**config.mk**
```make
export PLATFORM = sky130hd
export DESIGN_NAME = cycle_to_microsecond_timebase
export DESIGN_NICKNAME = d
export VERILOG_FILES = /design/src/rtl/cyc2us_pkg.sv /design/src/rtl/cycle_to_microsecond_timebase.sv
export SDC_FILE = /design/constraint.sdc
export NUM_CORES = 1
export LEC_CHECK = 0
export BUFFER_PORTS_ARGS = -buffer_cell sky130_fd_sc_hd__buf_4
export CAP_MARGIN = 15
export CORE_AREA = 2 2 204 206
export DETAILED_ROUTE_END_ITERATION = 8
export DIE_AREA = 0 0 206 208
export PLACE_DENSITY = 0.77
export SLEW_MARGIN = 20
export SYNTH_ARGS = -nofsm -noshare
export SYNTH_HDL_FRONTEND = slang
export SYNTH_SLANG_ARGS = --single-unit
```
**constraint.sdc**
```tcl
create_clock -name clock -period 5.35 [get_ports clock]
set_clock_uncertainty 0.15 [all_clocks]
set_input_delay 1.07 -clock clock [delete_from_list [all_inputs] [get_ports clock]]
set_output_delay 1.07 -clock clock [all_outputs]
set_load 0.01 [all_outputs]
```
**src/rtl/cyc2us_pkg.sv**
```systemverilog
// Package: shared types and constants for the cycle-to-microsecond timebase.
`timescale 1ns / 1ps
`default_nettype none

package cyc2us_pkg;

   localparam int unsigned SampleWidth   = 32;
   localparam int unsigned TotalWidth    = 64;
   localparam int unsigned DivisorWidth  = 10;
   localparam int unsigned PrescaleShift = 6;
   localparam int unsigned StepWidth     = 5;
   localparam int unsigned CsrIndexWidth = 1;

   localparam logic [DivisorWidth-1:0] CyclesPerUsReset = 10'd160;

   localparam logic [CsrIndexWidth-1:0] CsrPrescale    = 1'b0;
   localparam logic [CsrIndexWidth-1:0] CsrCyclesPerUs = 1'b1;

   typedef enum logic [2:0] {
      ST_IDLE   = 3'b001,
      ST_DIVIDE = 3'b010,
      ST_FINISH = 3'b100
   } state_type;

endpackage

`default_nettype wire

```
**src/rtl/cycle_to_microsecond_timebase.sv**
```systemverilog
// Top level: cycle counter samples in, running microsecond and cycle totals out.
`timescale 1ns / 1ps
`default_nettype none

// Each accepted counter sample yields one result. The delta and the cycle total are formed at
// the accepting edge. Then the item goes through a radix-2 restoring divider (one quotient
// bit per cycle against the 10-bit cycles-per-microsecond divisor), and a fold state folds
// the quotient into the microsecond total and loads the output register.
// The next sample can be taken once the block is back in idle after the fold, so the block
// takes no new sample before it is through with the last. The input is not ready while an
// item is in the divider. The output register lets the next sample be taken while a result
// still waits. A result that has not been taken by the time the next item finishes waits in
// the fold state until it is taken. A divisor of zero adds no microseconds and keeps the whole
// sum as leftover. Configuration writes are always taken.
module cycle_to_microsecond_timebase (
   input  wire logic          clock,
   input  wire logic          reset,
   input  wire logic          req_tvalid,
   output logic               req_tready,
   input  wire logic [31:0]   req_tdata,   // [31:0] counter_sample
   output logic               rsp_tvalid,
   input  wire logic          rsp_tready,
   output logic [127:0]       rsp_tdata,   // [63:0] elapsed_us, [127:64] elapsed_cycles
   input  wire logic          csr_valid,
   output logic               csr_ready,
   input  wire logic [0:0]    csr_index,
   input  wire logic [9:0]    csr_data
);

   localparam int unsigned SW = cyc2us_pkg::SampleWidth;
   localparam int unsigned TW = cyc2us_pkg::TotalWidth;
   localparam int unsigned DW = cyc2us_pkg::DivisorWidth;
   localparam int unsigned PS = cyc2us_pkg::PrescaleShift;
   localparam logic [cyc2us_pkg::StepWidth-1:0] LastStep = 5'd31;

   cyc2us_pkg::state_type state_ff, state_in;

   logic [cyc2us_pkg::StepWidth-1:0] step_ff, step_in;
   logic [SW-1:0]  quo_ff, quo_in;
   logic [DW-1:0]  rem_ff, rem_in;
   logic [SW-1:0]  last_sample_ff, last_sample_in;
   logic [SW-1:0]  leftover_ff, leftover_in;
   logic [TW-1:0]  cycle_total_ff, cycle_total_in;
   logic [TW-1:0]  us_total_ff, us_total_in;
   logic           prescale_ff, prescale_in;
   logic [DW-1:0]  cpu_ff, cpu_in;
   logic           rsp_valid_ff, rsp_valid_in;
   logic [2*TW-1:0] rsp_data_ff, rsp_data_in;

   logic [SW-1:0]  raw_delta;
   logic [SW-1:0]  delta;
   logic [SW-1:0]  sum;
   logic [DW:0]    trial;
   logic [DW:0]    trial_diff;
   logic           trial_ge;
   logic           req_fire;
   logic           slot_free;

   assign req_tready = (state_ff == cyc2us_pkg::ST_IDLE);
   assign req_fire   = req_tvalid && req_tready;
   assign rsp_tvalid = rsp_valid_ff;
   assign rsp_tdata  = rsp_data_ff;
   assign csr_ready  = 1'b1;
   assign slot_free  = !rsp_valid_ff || rsp_tready;

   assign raw_delta  = req_tdata - last_sample_ff;
   assign delta      = prescale_ff ? {raw_delta[SW-PS-1:0], {PS{1'b0}}} : raw_delta;
   assign sum        = leftover_ff + delta;

   assign trial      = {rem_ff, quo_ff[SW-1]};
   assign trial_ge   = (trial >= {1'b0, cpu_ff});
   assign trial_diff = trial - {1'b0, cpu_ff};

   always_comb begin
      state_in       = state_ff;
      step_in        = step_ff;
      quo_in         = quo_ff;
      rem_in         = rem_ff;
      last_sample_in = last_sample_ff;
      leftover_in    = leftover_ff;
      cycle_total_in = cycle_total_ff;
      us_total_in    = us_total_ff;
      prescale_in    = prescale_ff;
      cpu_in         = cpu_ff;
      rsp_valid_in   = rsp_valid_ff && !rsp_tready;
      rsp_data_in    = rsp_data_ff;

      if (csr_valid && csr_ready) begin
         unique case (csr_index)
            cyc2us_pkg::CsrPrescale:    prescale_in = csr_data[0];
            cyc2us_pkg::CsrCyclesPerUs: cpu_in      = csr_data;
            default: ;
         endcase
      end

      unique case (state_ff)
         cyc2us_pkg::ST_IDLE: begin
            if (req_fire) begin
               last_sample_in = req_tdata;
               cycle_total_in = cycle_total_ff + {{(TW-SW){1'b0}}, delta};
               quo_in         = sum;
               rem_in         = '0;
               step_in        = '0;
               if (cpu_ff == '0) begin
                  leftover_in = sum;
               end
               state_in       = cyc2us_pkg::ST_DIVIDE;
            end
         end
         cyc2us_pkg::ST_DIVIDE: begin
            quo_in  = {quo_ff[SW-2:0], trial_ge};
            rem_in  = trial_ge ? trial_diff[DW-1:0] : trial[DW-1:0];
            step_in = step_ff + 1'b1;
            if (step_ff == LastStep) begin
               state_in = cyc2us_pkg::ST_FINISH;
            end
         end
         cyc2us_pkg::ST_FINISH: begin
            if (slot_free) begin
               if (cpu_ff != '0) begin
                  us_total_in = us_total_ff + {{(TW-SW){1'b0}}, quo_ff};
                  leftover_in = {{(SW-DW){1'b0}}, rem_ff};
               end
               rsp_data_in  = {cycle_total_ff, us_total_in};
               rsp_valid_in = 1'b1;
               state_in     = cyc2us_pkg::ST_IDLE;
            end
         end
         default: begin
            state_in = cyc2us_pkg::ST_IDLE;
         end
      endcase
   end

   always_ff @(posedge clock) begin
      if (reset) begin
         state_ff       <= cyc2us_pkg::ST_IDLE;
         step_ff        <= '0;
         last_sample_ff <= '0;
         leftover_ff    <= '0;
         cycle_total_ff <= '0;
         us_total_ff    <= '0;
         prescale_ff    <= 1'b0;
         cpu_ff         <= cyc2us_pkg::CyclesPerUsReset;
         rsp_valid_ff   <= 1'b0;
      end else begin
         state_ff       <= state_in;
         step_ff        <= step_in;
         last_sample_ff <= last_sample_in;
         leftover_ff    <= leftover_in;
         cycle_total_ff <= cycle_total_in;
         us_total_ff    <= us_total_in;
         prescale_ff    <= prescale_in;
         cpu_ff         <= cpu_in;
         rsp_valid_ff   <= rsp_valid_in;
      end
   end

   always_ff @(posedge clock) begin
      quo_ff      <= quo_in;
      rem_ff      <= rem_in;
      rsp_data_ff <= rsp_data_in;
   end

   a_busy_after_accept: assert property (@(posedge clock) disable iff (reset)
      req_fire |=> !req_tready)
      else $error("input ready while an item is in the divider");

   a_divide_ends: assert property (@(posedge clock) disable iff (reset)
      (state_ff == cyc2us_pkg::ST_DIVIDE && step_ff == LastStep)
      |=> state_ff == cyc2us_pkg::ST_FINISH)
      else $error("divider did not finish after its last step");

   a_rem_below_divisor: assert property (@(posedge clock) disable iff (reset)
      (state_ff == cyc2us_pkg::ST_DIVIDE && cpu_ff != '0) |-> rem_ff < cpu_ff)
      else $error("partial remainder not below divisor");

   a_result_on_finish: assert property (@(posedge clock) disable iff (reset)
      (state_ff == cyc2us_pkg::ST_FINISH && slot_free) |=> rsp_tvalid)
      else $error("finished item did not present a result");

endmodule

`default_nettype wire
```
==> impl_metrics.tcl <==
set metrics [dict create \
    drt-pass1-iter-count 8 \
    die_w_um 206 \
    crit_required_ns 5.61 \
    relSlewSlack_pct 40.12 \
    drtAntennaViolNets 0 \
    cp.arrival_ns 5.53 \
    peakVddDrop_mv 0.2479 \
    grt_max_degree 131 \
    drt-initial-drc-count 1298 \
    syn_area_um2 22190 \
    grt_overflow 0 \
    whs_ns 0.3052 \
    rsz0062_at_grt "yes" \
    hold_buffers 0 \
    cp-end-kind "flip-flop" \
    clock-root-buffer "clkbuf_16" \
    finalWirelength_um 59440 \
    synth.mux.area_fraction_pct 1.308 \
    dp.cells 3409 \
    final_cells 3501 \
    grt_pass1_wl_um 96090 \
    powerDensity_nw_per_um2 330.7 \
    min_path_type "reg2reg" \
    ys_ff_latch 382 \
    report.final.setup_viol 0 \
    synth_nets 2734 \
    synth_area_per_cell_um2 8.730 \
    viasPerCell 5.664 \
    num_rows 74 \
    worst_pin_slew_ns 0.8972 \
    initial_utilization_pct 54.72 \
    cts_num_sinks 382 \
    htreeDepth 2 \
    dp_hpwl_um 42910 \
    clock.fmax_mhz 190.0 \
    die_area_um2 42850 \
    synth_top_family_by_area "simple AND/OR/NAND/NOR gates" \
    start_kind "input pin" \
    grt_usage_pct 27.39 \
    area_growth_pct 24.96 \
    worst_slack_ns 0.08687 \
    vias 19830 \
    post-route-min-period_ns 5.263 \
    clock_path_buffers 3 \
    synth-compound-area-share_pct 17.34 \
    portBuffers 177 \
    leakage_uw 0.01176 \
    cts_tree "built" \
    drc 0 \
    finalHoldViolCount 0 \
    final_cell_mix "457 x buf_4, 456 x nand2_1, 250 x a21oi_1" \
    synth_adder_area_share_pct 8.288 \
    place.gp.congestion 0.9227 \
    ys_seq_area_share_pct 42.13 \
    yosys_warnings 0 \
    layout_commonest_cell "buf_4" \
    synth-simple-area-share_pct 19.99 \
    place_ws_ns -0.7804 \
    drv_cap 0 \
    clock_latency_ns 0.58 \
    n_antenna_cell 0 \
    crit_type "in2reg" \
    cts.clk_slew.worst_paths_ns 0.06 \
    first_global_vias 19130 \
    wire_per_inst_um 16.98 \
    drive_above_1_share_pct 22.23 \
    nNetsFinal 3128 \
    status "finished clean" \
    maxSlewViolCount 0 \
    synthXorXnorAreaFrac_pct 6.985 \
    crit_fanout 8 \
    ys_types 83 \
    synth-edff-count 170 \
    ys.flop_type "dfxtp_1" \
    syn-instance-count 2542 \
    coreArea_um2 40550 \
    die_h_um 208 \
    async_flop_share_pct 0 \
    fin_crit_sh_pct 98.38 \
    cts_buffers 42 \
    antenna_found_initial 0 \
    io_pins 179 \
]
==> cells in the mapped netlist (all sizes together), types with 6 or more instances <==
master,instances,share of area [%]
o31ai,13,0.50
and3,25,0.70
or4,8,0.27
or3,19,0.55
and2,17,0.48
mux2,16,0.81
a311oi,10,0.39
xnor2,117,4.6
a21boi,7,0.24
mux2i,11,0.50
edfxtp,170,23
a22oi,16,0.54
or2,11,0.31
nand3,68,1.6
a21o,73,2.5
o21ai,102,2.3
dfxtp,212,19
nor3,51,1.2
o211ai,9,0.30
inv,108,1.8
o21a,12,0.41
nor2,184,3.1
ha,139,7.8
buf,20,0.50
nand2,458,7.7
o21bai,18,0.61
nor4,12,0.37
nand4,46,1.4
a21oi,265,6.0
and4,9,0.36
a211o,6,0.24
a211oi,29,1.0
nand2b,19,0.54
clkbuf,88,1.5
a31oi,17,0.48
nor3b,8,0.27
a31o,6,0.24
xor2,60,2.4
nor2b,25,0.70
==> what timing repair did <==
action | 4_1_cts | 5_1_grt
setup endpoints to repair | 20 | 61
resized for setup | 14 | 77
setup buffers | 5 | 10
pin swaps | 8 | 37
==> cells by family after synthesis <==
group | Yosys count
AO/OA/AOI/OAI | 621
XOR/XNOR | 177
adder cells (fa/ha/maj) | 144
buffers and inverters | 219
flip-flops | 382
multiplexers | 27
other | 1
AND/OR/NAND/NOR | 971
==> metal layers <==
metal	vias to the layer above	wire, um	track usage [%]
li1	9816	-	-
met1	9332	26930	37.56
met2	581	28060	45.09
met3	99	3049	3.258
met4	0	1401	8.645
met5	-	0	0
==> stage by stage <==
| stage | setup TNS, ns | cell area [um^2] | util, % | power (uW) |
|---|---|---|---|---|
| 3_5_place_dp | -31.56 | 25790 | 63.59 | 6033 |
| 5_1_grt | -0.2876 | 27730 | 68.39 | 9601 |
| 2_1_floorplan | -0.07445 | 22220 | - | 4932 |
| 6_report | 0 | 27730 | 68.39 | 9171 |
| 4_1_cts | -0.002694 | 27280 | 67.28 | 9071 |
| 3_3_place_gp | -20.54 | 25790 | 63.59 | 5982 |
==> area by class of cell <==
cell class | instances | area (um^2)
sequential | 382 | 9349
multi-input combinational | 1941 | 12420
clock inverter | 24 | 272.8
inverter | 109 | 412.9
tap | 532 | 665.6
clock buffer | 53 | 1144
timing repair buffer | 460 | 3473
fill | 3236 | 12820
==> critical path, stage by stage <==
cell      delay [ns]
buf_4           0.12
ha_1            0.30
a21o_1          0.20
a221o_1         0.34
a32oi_1         0.21
a21bo_2         0.27
o211ai_1        0.27
a211o_1         0.28
o21ai_2         0.08
xnor2_1         0.12
o21ai_0         0.09
buf_4           0.16
ha_1            0.29
a21o_1          0.21
a21o_1          0.19
a21oi_2         0.15
a21bo_2         0.23
a21o_1          0.19
nor2_1          0.15
a21o_4          0.24
nor3_4          0.07
xnor2_1         0.21
nor2_1          0.08
==> final timing paths <==
check / from / endpoint / slack, ns / depth (start not counted)
hold / removal: last_sample_ff[8] / last_sample_ff[8] / 0.31 / 2
setup reg to reg: last_sample_ff[9] / cycle_total_ff[55] / 0.35 / 23
setup / recovery: req_tdata[9] / cycle_total_ff[55] / 0.09 / 23
hold reg to reg: last_sample_ff[8] / last_sample_ff[8] / 0.31 / 2
==> power by group <==
group | switching, uW | total [uW] | internal (uW)
sequential | 126 | 3350 | 3220
clock | 1240 | 3010 | 1770
combinational | 1480 | 2820 | 1330
total | 2850 | 9170 | 6320
==> registers in the layout, indices dropped and copies added (netlist names) <==
name	count
us_total_ff	64
cycle_total_ff	64
rsp_tvalid	1
last_sample_ff	32
state_ff	3
cpu_ff	10
rem_ff	10
step_ff	5
rsp_tdata	128
prescale_ff	1
leftover_ff	32
quo_ff	32
(Power assumes the default switching activity.)
